<file path="src/rtl/core/shpd_pkg.sv">
`default_nettype none
// ----------------------------------------------------------------------------
// shpd_pkg
// Shared types and constants of the sync-header packet deframer.
// ----------------------------------------------------------------------------
package shpd_pkg;

    // Result kinds
    localparam logic [1:0] KIND_PAYLOAD   = 2'd0;
    localparam logic [1:0] KIND_GOOD      = 2'd1;
    localparam logic [1:0] KIND_BAD_SUM   = 2'd2;
    localparam logic [1:0] KIND_TOO_LONG  = 2'd3;

    // Framing constants
    localparam logic [7:0]  SYNC_FIRST    = 8'hAA;
    localparam logic [7:0]  SYNC_SECOND   = 8'hBB;
    localparam logic [7:0]  PREV_IDLE     = 8'hFF;
    localparam int unsigned HEADER_BYTES  = 6;
    localparam logic [16:0] SUM_MODULUS   = 17'd65535;

    // Configuration register map
    localparam int unsigned APB_ADDR_W    = 3;
    localparam logic        REG_MAX_LEN   = 1'b0;
    localparam logic [15:0] MAX_LEN_RESET = 16'd1024;

    typedef struct packed {
        logic [1:0]  kind;
        logic [7:0]  payload_byte;
        logic [15:0] command;
        logic [15:0] serial_number;
        logic [15:0] payload_length;
        logic [15:0] network_id;
    } result_t;

endpackage
`default_nettype wire

</file>
<file path="src/rtl/core/shpd_cfg_regs.sv">
`default_nettype none
// ----------------------------------------------------------------------------
// shpd_cfg_regs
// APB-style configuration register: maximum accepted payload length.
// ----------------------------------------------------------------------------
module shpd_cfg_regs (
    input  wire logic                            aclk,
    input  wire logic                            aresetn,
    input  wire logic                            psel,
    input  wire logic                            penable,
    input  wire logic                            pwrite,
    input  wire logic [shpd_pkg::APB_ADDR_W-1:0] paddr,
    input  wire logic [31:0]                     pwdata,
    output logic [31:0]                          prdata,
    output logic                                 pready,
    output logic [15:0]                          max_len
);
    import shpd_pkg::*;

    logic [15:0] max_len_reg;
    logic [15:0] max_len_next;
    logic        wr_en;

    assign pready = 1'b1;
    assign wr_en  = psel && penable && pwrite && (paddr[2] == REG_MAX_LEN);

    always_comb begin
        max_len_next = max_len_reg;
        if (wr_en) begin
            max_len_next = pwdata[15:0];
        end
    end

    always_ff @(posedge aclk) begin
        if (!aresetn) begin
            max_len_reg <= MAX_LEN_RESET;
        end else begin
            max_len_reg <= max_len_next;
        end
    end

    // Register index sits in the upper address bit
    assign prdata  = (paddr[2] == REG_MAX_LEN) ? {16'd0, max_len_reg} : 32'd0;
    assign max_len = max_len_reg;

endmodule
`default_nettype wire

</file>
<file path="src/rtl/core/shpd_frame_engine.sv">
`default_nettype none
// ----------------------------------------------------------------------------
// shpd_frame_engine
// Frame state and per-byte decode: sync hunt, header, payload, checksum.
// ----------------------------------------------------------------------------
module shpd_frame_engine (
    input  wire logic        aclk,
    input  wire logic        aresetn,
    input  wire logic        step,
    input  wire logic [7:0]  rx_byte,
    input  wire logic [15:0] max_len,
    output logic             emit,
    output shpd_pkg::result_t result
);
    import shpd_pkg::*;

    logic        in_frame_reg,   in_frame_next;
    logic [7:0]  prev_reg,       prev_next;
    logic [16:0] pos_reg,        pos_next;
    logic [47:0] header_reg,     header_next;
    logic [15:0] sum_reg,        sum_next;
    logic [7:0]  check_high_reg, check_high_next;
    logic [15:0] first_word_reg, first_word_next;

    logic [15:0] len;
    logic [16:0] packlen;
    logic [16:0] pos_inc;
    logic [17:0] sum_t;
    logic [15:0] sum_add;
    logic        restart;

    assign len     = header_reg[15:0];
    assign packlen = 17'(HEADER_BYTES) + {1'b0, len};
    assign pos_inc = pos_reg + 17'd1;

    // Signed byte added to the sum, folded mod 65535 unless the total is negative
    always_comb begin
        sum_t = {2'b00, sum_reg} + {{10{rx_byte[7]}}, rx_byte};
        if (sum_t[17]) begin
            sum_add = sum_t[15:0];
        end else if (sum_t[16:0] >= SUM_MODULUS) begin
            sum_add = 16'(sum_t[16:0] - SUM_MODULUS);
        end else begin
            sum_add = sum_t[15:0];
        end
    end

    always_comb begin
        in_frame_next   = in_frame_reg;
        prev_next       = prev_reg;
        pos_next        = pos_reg;
        header_next     = header_reg;
        sum_next        = sum_reg;
        check_high_next = check_high_reg;
        first_word_next = first_word_reg;
        emit            = 1'b0;
        restart         = 1'b0;
        result          = '0;

        if (step) begin
            if (rx_byte == SYNC_FIRST && !in_frame_reg) begin
                prev_next = SYNC_FIRST;
            end else if (rx_byte == SYNC_SECOND && prev_reg == SYNC_FIRST) begin
                // sync pair; also matched inside a frame, where the frame position is kept
                in_frame_next = 1'b1;
                prev_next     = SYNC_SECOND;
            end else if (in_frame_reg) begin
                prev_next = rx_byte;
                pos_next  = pos_inc;
                if (pos_reg < 17'(HEADER_BYTES)) begin
                    header_next = {header_reg[39:0], rx_byte};
                    sum_next    = sum_add;
                    if (pos_inc == 17'(HEADER_BYTES) && header_next[15:0] > max_len) begin
                        emit                  = 1'b1;
                        restart               = 1'b1;
                        result.kind           = KIND_TOO_LONG;
                        result.command        = header_next[47:32];
                        result.serial_number  = header_next[31:16];
                        result.payload_length = header_next[15:0];
                    end
                end else if (pos_reg < packlen) begin
                    sum_next = sum_add;
                    if (pos_reg == 17'(HEADER_BYTES)) begin
                        first_word_next = {rx_byte, 8'd0};
                    end else if (pos_reg == 17'(HEADER_BYTES + 1)) begin
                        first_word_next = {first_word_reg[15:8], rx_byte};
                    end
                    emit                = 1'b1;
                    result.kind         = KIND_PAYLOAD;
                    result.payload_byte = rx_byte;
                end else begin
                    if (pos_reg == packlen) begin
                        check_high_next = rx_byte;
                    end
                    if (pos_inc == packlen + 17'd2) begin
                        emit                  = 1'b1;
                        restart               = 1'b1;
                        result.kind           = ({check_high_reg, rx_byte} == sum_reg) ?
                                                KIND_GOOD : KIND_BAD_SUM;
                        result.command        = header_reg[47:32];
                        result.serial_number  = header_reg[31:16];
                        result.payload_length = len;
                        result.network_id     = (len >= 16'd2) ? first_word_reg : 16'd0;
                    end
                end
            end

            if (restart) begin
                in_frame_next   = 1'b0;
                prev_next       = PREV_IDLE;
                pos_next        = '0;
                header_next     = '0;
                sum_next        = '0;
                check_high_next = '0;
                first_word_next = '0;
            end
        end
    end

    always_ff @(posedge aclk) begin
        if (!aresetn) begin
            in_frame_reg   <= 1'b0;
            prev_reg       <= PREV_IDLE;
            pos_reg        <= '0;
            header_reg     <= '0;
            sum_reg        <= '0;
            check_high_reg <= '0;
            first_word_reg <= '0;
        end else begin
            in_frame_reg   <= in_frame_next;
            prev_reg       <= prev_next;
            pos_reg        <= pos_next;
            header_reg     <= header_next;
            sum_reg        <= sum_next;
            check_high_reg <= check_high_next;
            first_word_reg <= first_word_next;
        end
    end

endmodule
`default_nettype wire

</file>
<file path="src/rtl/core/sync_header_packet_deframer.sv">
`default_nettype none
// ----------------------------------------------------------------------------
// sync_header_packet_deframer
// Byte-stream deframer: hunts for the sync pair, takes a six-byte header,
// streams the payload out and checks the trailing 16-bit checksum.
// ----------------------------------------------------------------------------
//  Channel  | Direction | Handshake          | Carries
//  s_*      | in        | s_valid / s_ready  | rx_byte, one received byte
//  m_*      | out       | m_valid / m_ready  | kind, payload byte, header words,
//           |           |                    | network id
//  APB      | in / out  | psel, penable      | max_payload_length at 0x0
//
//  One byte per cycle sustained unless a held result stalls; each byte is held
//  in the input register and its result is loaded into the output register.
//  The frame state update is a compare, a counter and a 16-bit add per byte.
//  Reset (aresetn low, synchronous) clears the valid flags of both registers
//  and the frame state; the length limit returns to 1024.
//  A held result stalls only the input register; the next byte is still taken
//  while the input register is empty.
// ----------------------------------------------------------------------------
module sync_header_packet_deframer (
    input  wire logic                            aclk,
    input  wire logic                            aresetn,
    // input byte channel
    input  wire logic                            s_valid,
    output logic                                 s_ready,
    input  wire logic [7:0]                      s_rx_byte,
    // result channel
    output logic                                 m_valid,
    input  wire logic                            m_ready,
    output logic [1:0]                           m_kind,
    output logic [7:0]                           m_payload_byte,
    output logic [15:0]                          m_command,
    output logic [15:0]                          m_serial_number,
    output logic [15:0]                          m_payload_length,
    output logic [15:0]                          m_network_id,
    // configuration port
    input  wire logic                            psel,
    input  wire logic                            penable,
    input  wire logic                            pwrite,
    input  wire logic [shpd_pkg::APB_ADDR_W-1:0] paddr,
    input  wire logic [31:0]                     pwdata,
    output logic [31:0]                          prdata,
    output logic                                 pready
);
    import shpd_pkg::*;

    logic        in_valid_reg, in_valid_next;
    logic [7:0]  in_byte_reg,  in_byte_next;
    logic        out_valid_reg, out_valid_next;
    result_t     out_reg,      out_next;

    logic        advance;
    logic        emit;
    result_t     result;
    logic [15:0] max_len;

    // Advance the held byte whenever the result register is free or draining
    assign advance = in_valid_reg && (!out_valid_reg || m_ready);
    assign s_ready = !in_valid_reg || advance;

    shpd_cfg_regs u_cfg (
        .aclk    (aclk),
        .aresetn (aresetn),
        .psel    (psel),
        .penable (penable),
        .pwrite  (pwrite),
        .paddr   (paddr),
        .pwdata  (pwdata),
        .prdata  (prdata),
        .pready  (pready),
        .max_len (max_len)
    );

    shpd_frame_engine u_engine (
        .aclk    (aclk),
        .aresetn (aresetn),
        .step    (advance),
        .rx_byte (in_byte_reg),
        .max_len (max_len),
        .emit    (emit),
        .result  (result)
    );

    always_comb begin
        in_valid_next  = in_valid_reg;
        in_byte_next   = in_byte_reg;
        out_valid_next = out_valid_reg;
        out_next       = out_reg;

        // Drop the input slot once its byte has been processed
        if (advance) begin
            in_valid_next = 1'b0;
        end
        // Capture a new transfer
        if (s_valid && s_ready) begin
            in_valid_next = 1'b1;
            in_byte_next  = s_rx_byte;
        end

        // Load the result register, or clear it once its transfer completes
        if (advance) begin
            out_valid_next = emit;
            out_next       = result;
        end else if (m_ready) begin
            out_valid_next = 1'b0;
        end
    end

    always_ff @(posedge aclk) begin
        if (!aresetn) begin
            in_valid_reg  <= 1'b0;
            out_valid_reg <= 1'b0;
        end else begin
            in_valid_reg  <= in_valid_next;
            out_valid_reg <= out_valid_next;
        end
        in_byte_reg <= in_byte_next;
        out_reg     <= out_next;
    end

    assign m_valid          = out_valid_reg;
    assign m_kind           = out_reg.kind;
    assign m_payload_byte   = out_reg.payload_byte;
    assign m_command        = out_reg.command;
    assign m_serial_number  = out_reg.serial_number;
    assign m_payload_length = out_reg.payload_length;
    assign m_network_id     = out_reg.network_id;

endmodule
`default_nettype wire
</file>
<file path="config.mk">
export PLATFORM = sky130hd
export DESIGN_NAME = sync_header_packet_deframer
export DESIGN_NICKNAME = d
export VERILOG_FILES = /design/src/rtl/core/shpd_pkg.sv /design/src/rtl/core/shpd_cfg_regs.sv /design/src/rtl/core/shpd_frame_engine.sv /design/src/rtl/core/sync_header_packet_deframer.sv
export SDC_FILE = /design/constraint.sdc
export NUM_CORES = 1
export LEC_CHECK = 0
export ABC_CLOCK_PERIOD_IN_PS = 4500
export BUFFER_PORTS_ARGS = -buffer_cell sky130_fd_sc_hd__buf_4
export CORE_MARGIN = 2
export CORE_UTILIZATION = 35
export CTS_CLUSTER_SIZE = 28
export DETAILED_ROUTE_END_ITERATION = 12
export GPL_TIMING_DRIVEN = 0
export PLACE_DENSITY = 0.65
export SYNTH_ARGS = -nofsm -noshare
export SYNTH_HDL_FRONTEND = slang
export SYNTH_SLANG_ARGS = --single-unit
</file>
<file path="constraint.sdc">
create_clock -name aclk -period 4.5 [get_ports aclk]
set_clock_uncertainty 0.05 [all_clocks]
set_input_delay 0.675 -clock aclk [delete_from_list [all_inputs] [get_ports aclk]]
set_output_delay 0.675 -clock aclk [all_outputs]
set_load 0.02 [all_outputs]
</file>
# Yosys cells after proc, flatten, opt, wreduce, memory -nomap -nowiden
# Cells that the tools add are included.
[word_totals] out_inout_bits=109 ram_bits=0 mem_bits_ro=0 mem_count=0 ff_bits=214 input_bits=50 latchBits=0
[classes] shift=0 eq_ne=13 n_reduce_logical=35 n_bitwise=5 n_lt_le_gt_ge=5 mux=67 addsub=5 n_div=0 n_mul=0
[op_table] op="48-bit 2-to-1 mux" n=7
[op_table] op="16-bit 2-to-1 mux" n=17
[op_table] op="64-bit 2-to-1 mux" n=2
[op_table] op="8-bit 2-to-1 mux" n=12
[op_table] op="17-bit 2-to-1 mux" n=4
[op_table] op="17-bit by 3-bit equality test with 1-bit output, second input constant" n=3
[op_table] op="17-bit equality test" n=2
[op_table] op="8-bit equality test, second input constant" n=3
[op_table] op="7-bit AND reduction" n=3
[op_table] op="1-bit 2-to-1 mux" n=20
[op_table] op="17-bit by 8-bit adder with 18-bit output" n=1
[op_table] op="17-bit by 1-bit adder with 17-bit output, second input constant" n=1
[op_table] op="17-bit by 2-bit adder with 17-bit output, second input constant" n=1
[op_table] op="3-bit by 16-bit adder with 17-bit output, first input constant" n=1
[op_table] op="17-bit by 16-bit >= comparator with 1-bit output, second input constant" n=1
[op_table] op="17-bit < comparator" n=1
[op_table] op="17-bit by 3-bit < comparator with 1-bit output, second input constant" n=1
[op_table] op="16-bit equality test" n=1
[op_table] op="16-bit by 2-bit >= comparator with 1-bit output, second input constant" n=1
[op_table] op="16-bit greater-than comparator" n=1
[op_table] op="2-bit nonzero test" n=8
[op_table] op="16-bit subtractor, second input constant" n=1
[op_table] op="2-bit 2-to-1 mux" n=5
[op_table] op="5-bit AND reduction" n=2
[op_table] op="other kinds (13)" n=31

# Logic depth before layout (Yosys ltp)
# Gate-level depths: netlist (run 1).
[depth] word_depth=12 mapped_depth=20

# By module
# Synthesis (run 1) repeated with hierarchy kept, for this count alone.
[unflattened] hier_cells=1476 hier_area_um2=12953.7
[modules_own_cells] mod="shpd_frame_engine" area_per_inst_um2=9471.6 instances=1 cells_per_inst=1278
[modules_own_cells] mod="sync_header_packet_deframer" area_per_inst_um2=2570.0 instances=1 cells_per_inst=92
[modules_own_cells] mod="shpd_cfg_regs" area_per_inst_um2=912.1 instances=1 cells_per_inst=106

# Worst setup path after synthesis (run 1)
# Ideal clock, no wire load.
[synth_path] path_type="register to register" startpoint="register u_engine.header_reg[1]" endpoint="register u_engine.first_word_reg[1]" synth_period_minus_slack_ns=4.207 required_ns=4.376 path_stages_with_launch=19 setup_slack_ns=0.293 t_arrival_ns=4.083 setup_ns=0.074 path_cell_list="dfxtp_1 > clkbuf_1 > inv_1 > ha_1 > buf_2 > nand4b_1 > nor4_1 > xnor2_1 > ha_1 > nand4_1 > nor3_1 > a211oi_1 > o21ai_0 > o21ai_0 > nand2b_1 > nor3_1 > clkbuf_1 > or4b_2 > mux2i_1"
[synth_via] elab_chain_cells=12 elab_cells_between_ends=22
[synth_lines] item="from (decl)" line="shpd_frame_engine.sv:20" text="logic [47:0] header_reg, header_next;"
[synth_lines] item="from (signal assigned)" line="shpd_frame_engine.sv:133" text="header_reg <= header_next;"
[synth_lines] item="3-bit by 16-bit adder with 17-bit output" line="shpd_frame_engine.sv:33" text="assign packlen = 17'(HEADER_BYTES) + {1'b0, len};"
[synth_lines] item="17-bit by 2-bit adder with 17-bit output" line="shpd_frame_engine.sv:95" text="if (pos_inc == packlen + 17'd2) begin"
[synth_lines] item="17-bit equality test" line="shpd_frame_engine.sv:95"
[synth_lines] item="1-bit 2-to-1 mux" line="shpd_frame_engine.sv:95"
[synth_lines] item="1-bit 2-to-1 mux" line="shpd_frame_engine.sv:81" text="end else if (pos_reg < packlen) begin"
[synth_lines] item="1-bit 2-to-1 mux" line="shpd_frame_engine.sv:70" text="if (pos_reg < 17'(HEADER_BYTES)) begin"
[synth_lines] item="1-bit 2-to-1 mux" line="shpd_frame_engine.sv:67" text="end else if (in_frame_reg) begin"
[synth_lines] item="1-bit 2-to-1 mux" line="shpd_frame_engine.sv:63" text="end else if (rx_byte == SYNC_SECOND && prev_reg == SYNC_FIRST) begin"
[synth_lines] item="1-bit 2-to-1 mux" line="shpd_frame_engine.sv:61" text="if (rx_byte == SYNC_FIRST && !in_frame_reg) begin"
[synth_lines] item="1-bit 2-to-1 mux" line="shpd_frame_engine.sv:60" text="if (step) begin"
[synth_lines] item="2-bit != test (no line) (tied with other cells)"
[synth_lines] item="7-bit AND reduction (no line)"
[synth_lines] item="to (signal assigned)" line="shpd_frame_engine.sv:136" text="first_word_reg <= first_word_next;"
[synth_lines] item="to (decl)" line="shpd_frame_engine.sv:23" text="logic [15:0] first_word_reg, first_word_next;"
# Parallel ways exist; a longest one is shown, timed or not. The select of a mux whose other input is x is not followed.
# A chain may end at the register's enable or synchronous reset.

# Worst setup path after layout (run 1)
[layout_path] startpoint="register u_engine.header_reg[2]" endpoint="register out_reg (netlist bit m_network_id[0]), data pin"
[layout_via] elab_chain_cells=5 elab_cells_between_ends=8
[layout_lines] item="3-bit by 16-bit adder with 17-bit output" line="shpd_frame_engine.sv:33"
[layout_lines] item="17-bit by 2-bit adder with 17-bit output" line="shpd_frame_engine.sv:95"
[layout_lines] item="17-bit equality test" line="shpd_frame_engine.sv:95"
[layout_lines] item="1-bit inverter (no line)"
[layout_lines] item="7-bit OR reduction (no line) (*)"
[layout_lines] item="to (signal assigned)" line="sync_header_packet_deframer.sv:119" text="out_reg <= out_next;"
[layout_lines] item="to (decl)" line="sync_header_packet_deframer.sv:51" text="result_t out_reg, out_next;"
# Mark *: on every way between the ends. The rest lies on a longest branch, timed or not.

==> results.toml, run 1 <==
[layout]
nets = 1592
mostFrequentLayoutCells = "buf_4 (176), dfxtp_1 (130), nand2_1 (117)"
largest_register_ffs = 48
drive_gt1_share_pct = 20.9
final_common_cell = "buf_4"
fillers = 3381
fin_area_sq_um = 15400
syn2layout_area_growth_pct = 23.9

[setup_path]
r2r-start = "u_engine.header_reg[2]$_SDFFE_PN0P_"
path_class = "flip-flop to flip-flop"
r2r_cells = 19
crit_fanout = 10
startpoint = "u_engine.header_reg[2]$_SDFFE_PN0P_"
critPathArrivalTime_ns = 4.74
crit_path_end_kind = "flip-flop"
required_ns = 4.85
r2r_end = "m_network_id[0]$_SDFFCE_PP0P_"
regToRegSetupSlack_ns = 0.11
start_kind = "flip-flop"

[timing]
timing.final.ws_setup_ns = 0.107
setup_viol = 0
drv_slew = 0
timing.fmax_mhz = 228
fin_crit_sh_pct = 97.6
tightestPinTransition_ns = 0.846
hold_viol_final = 0
relSlewSlack_pct = 43.6
period_needed_ns = 4.39

[clock_tree]
cts_buffers = 25
ctsHtreeMaxLevel = 1
clock-sinks = 214
tritoncts = "done"
cts_root_buf = "clkbuf_16"
clock_path_buffers = 3
insertion_delay_ns = 0.54
clk_pin_slew_worst_paths_ns = 0.06

[routing]
drt-initial-drc-count = 737
drt-vias-per-instance = 5.58
drcViolationCount = 0
first_pass_iters = 5
vias = 11000
wire_per_inst_microns = 18.9
antenna_left = 0
routed_wl_microns = 37100

[placed_design]
gp_congestion = 0.917
hpwlAfterDp_microns = 27100
io_buffers = 121
placed_area_sq_um = 14000
dpl_worst_slack_ns = -1.34

[synth]
yosysWarnings = 0
syn_inst = 1292
ys_seq_area_share_pct = 41.0
synth-async-reset-ratio_pct = 0
synth.top_cell.area_share_pct = 21.2
yosys.area.top_type = "dfxtp_1"
synth-edff-count = 82
synthTopCellsByArea = "dfxtp_1 (21%), edfxtp_1 (20%), ha_1 (5.5%), a22o_1 (4.4%), xnor2_1 (3.9%)"
netlist_area_sq_um = 12500
synth_cell_type_count = 82
synth-seq-cells = 214
syn_area_per_cell_sq_um = 9.64
synth_ff_type = "dfxtp_1"

[hold_path]
whs_endpoint = "in_byte_reg[4]$_DFFE_PP_"
min_path_cells = 1
hp-class = "primary input to flip-flop"
hold_start = "s_rx_byte[4]"

[global_routing]
grt_max_degree = 63
grt_pass1_wl_microns = 57100
first_global_vias = 10300
antenna_found_initial = 1
grt_overflow = 0
track_usage_pct = 19.5

[power_and_ir_drop]
swShare_pct = 24.0
seqPwrFrac_pct = 46.8
peakVddDrop_v = 0.000272
p_int_mw = 3.31
clock_power_share_pct = 45.4
pwr-share-comb_pct = 7.7
powerDensity_nw_per_um2 = 283
p_leak_nw = 6.18
p_switching_mw = 1.05

[die]
die_y_microns = 193
rows = 69
core_area_sq_um = 35300
dieWidth_microns = 193
boundaryPins = 159
fp.dieArea_sq_um = 37100
start_util_pct = 35.3

[run]
drv_cap = 0

[outcome]
status = "finished clean"
[power groups by stage]
stage                     clock network, mW  registers, mW  logic [mW]
after floorplan                           0           2.08       0.204
after global placement                    0           2.10       0.291
after detailed placement                  0           2.09       0.299
after CTS                              2.01           2.05       0.314
after global routing                   2.08           2.04       0.367
final                                  1.98           2.04       0.336
[how the worst max path moves through the flow]
| stage | to | slack (ns) | depth (start not counted) |
|---|---|---|---|
| after global routing | m_network_id[0]$_SDFFCE_PP0P_ | -0.02 | 19 |
| final | m_network_id[0]$_SDFFCE_PP0P_ | 0.11 | 19 |
| after detailed placement | m_payload_length[0]$_SDFFCE_PP0P_ | -1.34 | 20 |
| after floorplan | u_engine.first_word_reg[1]$_SDFFE_PN0P_ | 0.29 | 18 |
| after global placement | m_payload_length[9]$_SDFFCE_PP0P_ | -1.29 | 20 |
| after CTS | u_engine.header_reg[32]$_SDFFE_PN0P_ | 0.003 | 13 |
[cells by family after synthesis]
group	after synthesis	share of synthesized area, %
AND/OR/NAND/NOR	433	18.7
other	2	0.0603
flip-flops	214	41.0
AO/OA/AOI/OAI	355	22.3
adder cells (fa/ha/maj)	56	5.69
multiplexers	11	0.894
buffers and inverters	140	5.07
XOR/XNOR	81	6.26
[cell type report]
| type | instances | area [sq um] | share of cell area [%] |
|---|---|---|---|
| Inverter | 34 | 138 | 0.892 |
| Tap cell | 461 | 577 | 3.74 |
| Clock buffer | 35 | 673 | 4.36 |
| Multi-Input combinational cell | 953 | 7050 | 45.7 |
| Clock inverter | 11 | 123 | 0.795 |
| Antenna cell | 1 | 2.50 | 0.0162 |
| Timing Repair Buffer | 159 | 1220 | 7.92 |
| Buffer | 99 | 529 | 3.43 |
| Sequential cell | 214 | 5110 | 33.1 |
[metrics by stage]
stage | TNS [ns] | hold slack, ns | instances | total power, mW | utilization (%)
6_report | 0 | 0.270 | 1967 | 4.36 | 43.7
5_1_grt | -0.153 | 0.266 | 1967 | 4.49 | 43.7
4_1_cts | 0 | 0.260 | 1949 | 4.37 | 42.8
3_5_place_dp | -180.33 | 0.395 | 1890 | 2.39 | 39.7
3_3_place_gp | -173.22 | 0.385 | 1889 | 2.39 | 39.6
2_1_floorplan | 0 | 0.375 | 1307 | 2.28 | -
[timing repair]
action / in CTS / in global routing
hold buffers: 0 / 0
pin swaps: 10 / 13
endpoints found under the hold margin: 0 / 0
gates resized for setup: 48 / 45
cloned: 0 / 1
setup endpoints to repair: 188 / 171
setup buffers: 14 / 22
[Yosys cell counts, types with 6 or more instances]
master     count
xor2_1        20
or3_1          7
or4b_2         8
edfxtp_1      82
a21oi_1       32
ha_1          55
nor4_1        20
dfxtp_1      132
buf_4         18
nand3_1       26
a32o_1        40
nand3b_1       6
o211ai_1      13
and3_1        19
o211a_1        6
inv_1         34
a31o_1         6
nand2_1      117
and2_1        46
nor3_1        31
a21boi_0      20
nor2_1        67
o2111ai_1     11
a211o_1        7
nand2b_1       8
nor2b_1       12
a211oi_1       6
a31o_2         6
o21ai_0       48
clkbuf_1      64
mux2i_1       10
a22o_1        62
xnor2_1       56
nor3b_1        6
o21a_1        11
nand4_1       21
a21o_1        28
buf_2         19
nand4b_1       8
o2bb2ai_1     12
or4_1          6
[routing by layer]
| layer | share of wire (%) | routed length (microns) | global-route usage (%) |
|---|---|---|---|
| met5 | 0 | 0 | 0 |
| met1 | 46 | 16900 | 27.4 |
| met4 | 2.9 | 1070 | 5.40 |
| met3 | 6.5 | 2400 | 2.18 |
| met2 | 45 | 16700 | 31.5 |
[worst max-delay path, cell delays in order (launching register included)]
cell        delay, ns
dfxtp_4          0.37
buf_8            0.11
clkinvlp_4       0.09
ha_2             0.18
buf_4            0.16
nand4b_1         0.35
nor3_2           0.34
xnor2_2          0.18
ha_1             0.32
nand4_1          0.15
nor3_2           0.29
o21ai_1          0.13
a21oi_2          0.18
o21ai_2          0.10
nand2b_4         0.18
or3_1            0.34
buf_6            0.16
a31oi_4          0.23
buf_6            0.15
and2_1           0.16
Power figures use the tool's default switching activity.
==> run 2, diff against run 1 <==
GPL_TIMING_DRIVEN = not set   (was 0)
==> run 2 against run 1 <==
Compared with the run above:
- flip-flop and latch count stayed put
- setup slack gained 0.11 ns
- final cell count fell by 3.3%
- die area is the same
- combinational power down 8.9%
- critical path depth down 7
- register-to-register slack improved by 0.11 ns
- core utilization is 1.2 points lower
==> results.toml, run 2 (same netlist as run 1, synthesis figures left out) <==
[routing]
drcViolationCount = 0
first_pass_iters = 7
routed_wl_microns = 33700
drt-initial-drc-count = 749
drt-vias-per-instance = 5.53
antenna_left = 0
wire_per_inst_microns = 17.7
vias = 10500

[global_routing]
grt_pass1_wl_microns = 53500
grt_overflow = 0
first_global_vias = 9937
track_usage_pct = 17.9
grt_max_degree = 88
antenna_found_initial = 0

[power_and_ir_drop]
powerDensity_nw_per_um2 = 290
p_leak_nw = 6.00
peakVddDrop_v = 0.000197

[timing]
hold_viol_final = 0
timing.final.ws_setup_ns = 0.212
fin_crit_sh_pct = 95.3
fin_tns_setup_ns = 0
rsz0062_at_grt = "no"
tightestPinTransition_ns = 0.958
setup_viol = 0
holdWs_ns = 0.283
drv_slew = 0
relSlewSlack_pct = 36.1
timing.fmax_mhz = 233
period_needed_ns = 4.29

[setup_path]
crit_fanout = 15
crit_slowest_cell = "or4b_1"
critPathArrivalTime_ns = 4.67
critPathBufInv = 2
cpLargestDelayFamily = "simple AND/OR/NAND/NOR gates"
required_ns = 4.88
cpPeakStageDelay_ns = 0.55
crit_path_end_kind = "flip-flop"
critical_path.cell_chain = "inv_1, ha_1, or4b_1, nor4b_4, o311ai_2, or2_1, or3_1, a2111o_1, o32a_2, buf_4, and3_1, a31o_1"
path_class = "flip-flop to flip-flop"
regToRegSetupSlack_ns = 0.21
start_kind = "flip-flop"

[die]
boundaryPins = 159
die_y_microns = 193
fp.dieArea_sq_um = 37100
dieWidth_microns = 193
core_area_sq_um = 35300
start_util_pct = 35.3
rows = 69

[layout]
fillers = 3392
fin_area_sq_um = 15000
diodes = 0
nets = 1529
largest_register_ffs = 48
instances_no_fill = 1902
final_common_cell = "buf_4"
syn2layout_area_growth_pct = 20.4
drive_gt1_share_pct = 19.1
mostFrequentLayoutCells = "buf_4 (189), dfxtp_1 (132), nand2_1 (117)"

[placed_design]
placed_area_sq_um = 14200
dpl_worst_slack_ns = 0.0150
hpwlAfterDp_microns = 24300
gp_congestion = 0.925
io_buffers = 123
dpl.cell_count = 1858

[clock_tree]
ctsHoldBuffers = 0
clk_pin_slew_worst_paths_ns = 0.06
cts_buffers = 24
insertion_delay_ns = 0.53
clock-sinks = 214
tritoncts = "done"
cts_root_buf = "clkbuf_16"
postCtsSetupBuffers = 0
clock_path_buffers = 3
ctsHtreeMaxLevel = 1

[hold_path]
hp-class = "primary input to flip-flop"

[run]
drv_cap = 0

[outcome]
status = "finished clean"
## run 2: stage by stage
step / power [mW] / util [%]
finish: 4.35 / 42.5
global route: 4.50 / 42.5
floorplan: 2.28 / -
detailed placement: 2.38 / 40.1
global placement: 2.38 / 40.1
CTS: 4.39 / 42.4
## run 2: per-layer routing
| layer | vias up | share of wire, % | global-route usage (%) |
|---|---|---|---|
| met2 | 335 | 46 | 29.2 |
| met5 | - | 0 | 0 |
| li1 | 5101 | - | - |
| met4 | 0 | 1.6 | 3.96 |
| met1 | 5034 | 47 | 25.0 |
| met3 | 42 | 6.2 | 2.73 |
## run 2: cell type report
cell class / instances / area [sq um] / share of cell area (%)
clock inverter: 14 / 155 / 1.03
clock buffer: 30 / 654 / 4.36
timing repair buffer: 196 / 1560 / 10.4
multi-input combinational: 953 / 6820 / 45.5
tap: 461 / 577 / 3.85
inverter: 34 / 128 / 0.851
sequential: 214 / 5100 / 34.0
## run 2: path summary, 6_finish.rpt
path,endpoint,start,cells past startpoint
worst max-delay path,u_engine.header_reg[6]$_SDFFE_PN0P_,u_engine.header_reg[2]$_SDFFE_PN0P_,12
worst min-delay path,in_byte_reg[2]$_DFFE_PP_,s_rx_byte[2],1
worst max register to register,u_engine.header_reg[6]$_SDFFE_PN0P_,u_engine.header_reg[2]$_SDFFE_PN0P_,12
worst min register to register,u_engine.first_word_reg[14]$_SDFFE_PN0P_,u_engine.first_word_reg[14]$_SDFFE_PN0P_,2
## run 2: what timing repair did
action | CTS | global route
setup endpoints to repair | 8 | 91
resized for setup | 1 | 6
endpoints found under the hold margin | 0 | 0
## run 2: worst register-to-register path, stage by stage (launching register included)
cell and delay, ns:
dfxtp_1 0.34, inv_1 0.07, ha_1 0.29, or4b_1 0.55, nor4b_4 0.29, o311ai_2 0.27
or2_1 0.32, or3_1 0.41, a2111o_1 0.51, o32a_2 0.50, buf_4 0.22, and3_1 0.19
a31o_1 0.17
## run 2: report_power, final
part | internal (mW) | switching (mW) | leakage [nW]
logic | 0.113 | 0.193 | 3.61
registers | 2.02 | 0.0158 | 2.00
clock network | 1.21 | 0.803 | 0.394
total | 3.34 | 1.01 | 6.00
==> run 3, diff against run 2 <==
CELL_PAD_IN_SITES_DETAIL_PLACEMENT = 0   (was not set)
CELL_PAD_IN_SITES_GLOBAL_PLACEMENT = 2   (was not set)
CORE_UTILIZATION = 33   (was 35)
GPL_ROUTABILITY_DRIVEN = 0   (was not set)
PLACE_DENSITY = 0.86   (was 0.65)
==> run 3 against run 2 <==
Compared with the run above:
- highest routed layer unchanged
- hold slack worse by 0.026 ns
- first-iteration DRC count up 5.1%
- combinational power up 5%
- sequential power about the same
- sequential share of layout area about the same
- setup slack worse by 0.068 ns
- cell area up 0.12%
- final cell count up 2.4%
- register-to-register slack worse by 0.07 ns
- clock power about the same
- critical endpoint is now u_engine.header_reg[17]$_SDFFE_PN0P_
- wire length up 5.8%
- non-clock buffer count down 6
==> results.toml, run 3 (same netlist as run 1, synthesis figures left out) <==
[outcome]
status = "finished clean"

[die]
die_y_microns = 198
fp.dieArea_sq_um = 39300
dieWidth_microns = 198
core_area_sq_um = 37400
boundaryPins = 159
rows = 71
start_util_pct = 33.3

[routing]
first_pass_iters = 5
drt-initial-drc-count = 787
wire_per_inst_microns = 18.3
routed_wl_microns = 35700
drcViolationCount = 0
drt-vias-per-instance = 5.37
antenna_left = 0
vias = 10500

[layout]
largest_register_ffs = 48
diodes = 0
final_core_util_pct = 40.1
mostFrequentLayoutCells = "buf_4 (185), dfxtp_1 (132), nand2_1 (117)"
syn2layout_area_growth_pct = 20.6
final_common_cell = "buf_4"
nets = 1524
drive_gt1_share_pct = 19.1
instances_no_fill = 1948
fillers = 3726

[timing]
drv_slew = 0
timing.fmax_mhz = 230
setup_viol = 0
fin_crit_sh_pct = 96.8
hold_viol_final = 0
tightestPinTransition_ns = 0.967
relSlewSlack_pct = 35.5
timing.final.ws_setup_ns = 0.144
period_needed_ns = 4.36
holdWs_ns = 0.257
rsz0062_at_grt = "yes"

[clock_tree]
ctsHtreeMaxLevel = 1
tritoncts = "done"
postCtsSetupBuffers = 0
insertion_delay_ns = 0.57
clk_pin_slew_worst_paths_ns = 0.07
cts_root_buf = "clkbuf_16"
cts_buffers = 25
clock_path_buffers = 3
ctsHoldBuffers = 0
clock-sinks = 214

[placed_design]
dpl.cell_count = 1902
dpl_worst_slack_ns = -0.0156
io_buffers = 123
hpwlAfterDp_microns = 25800

[setup_path]
crit_path_end_kind = "flip-flop"
required_ns = 4.90
crit_fanout = 40
r2r_cells = 12
path_class = "flip-flop to flip-flop"
critPathArrivalTime_ns = 4.76
startpoint = "u_engine.header_reg[2]$_SDFFE_PN0P_"
r2r-start = "u_engine.header_reg[2]$_SDFFE_PN0P_"
start_kind = "flip-flop"
regToRegSetupSlack_ns = 0.14

[power_and_ir_drop]
peakVddDrop_v = 0.000341
powerDensity_nw_per_um2 = 292
p_leak_nw = 5.98
power.total_mw = 4.39

[hold_path]
min_path_cells = 1
hp-class = "primary input to flip-flop"
hold_start = "s_rx_byte[6]"

[global_routing]
antenna_found_initial = 0
first_global_vias = 9922
track_usage_pct = 18.0
grt_max_degree = 78
grt_overflow = 0
grt_pass1_wl_microns = 55700

[run]
drv_cap = 0
-- run 3: path summary, 6_finish.rpt --
kind / end
max: u_engine.header_reg[17]$_SDFFE_PN0P_
min: in_byte_reg[6]$_DFFE_PP_
max reg2reg: u_engine.header_reg[17]$_SDFFE_PN0P_
min reg2reg: u_engine.first_word_reg[14]$_SDFFE_PN0P_
-- run 3: critical path: stages (launching register included) --
cell and delay (ns):
dfxtp_1 0.33, inv_1 0.11, ha_1 0.21, buf_4 0.18, or4b_1 0.52, nor4b_4 0.28, o311ai_2 0.25, or2_1 0.31
or3_1 0.40, a2111o_1 0.53, o32a_2 0.51, buf_6 0.24, a32o_1 0.29
-- run 3: timing repair --
action                                  in CTS  in global routing
cloned                                       0                  0
gates resized for setup                      2                  9
endpoints found under the setup margin      20                 87
pin swaps                                    1                  1
-- run 3: cell type report --
cell class / instances / area (sq um) / area share [%]
clock buffers: 28 / 647 / 4.31
clock inverters: 18 / 179 / 1.19
inverters: 34 / 128 / 0.850
multi-input cells: 953 / 6840 / 45.5
flip-flops and latches: 214 / 5100 / 34.0
well taps: 511 / 639 / 4.26
repair buffers: 190 / 1480 / 9.86
-- run 3: per-stage QoR --
| step | instance area (sq um) | TNS, ns |
|---|---|---|
| after floorplan | 12500 | 0 |
| after global placement | 14100 | -0.0181 |
| final | 15000 | 0 |
| after detailed placement | 14100 | -0.0156 |
| after global routing | 15000 | -1.19 |
| after CTS | 15000 | 0 |
-- run 3: power by group --
group / leakage (nW) / switching, mW / internal (mW)
Combinational: 3.57 / 0.203 / 0.117
Clock: 0.404 / 0.863 / 1.17
Sequential: 2.00 / 0.0144 / 2.02
Total: 5.98 / 1.08 / 3.31
-- run 3: per-layer routing --
layer	vias up	GRT usage [%]	part of all wire, %
met4	0	4.23	2.2
li1	5096	-	-
met3	48	2.73	4.5
met5	-	0	0
met1	5070	23.6	44
met2	250	31.0	49
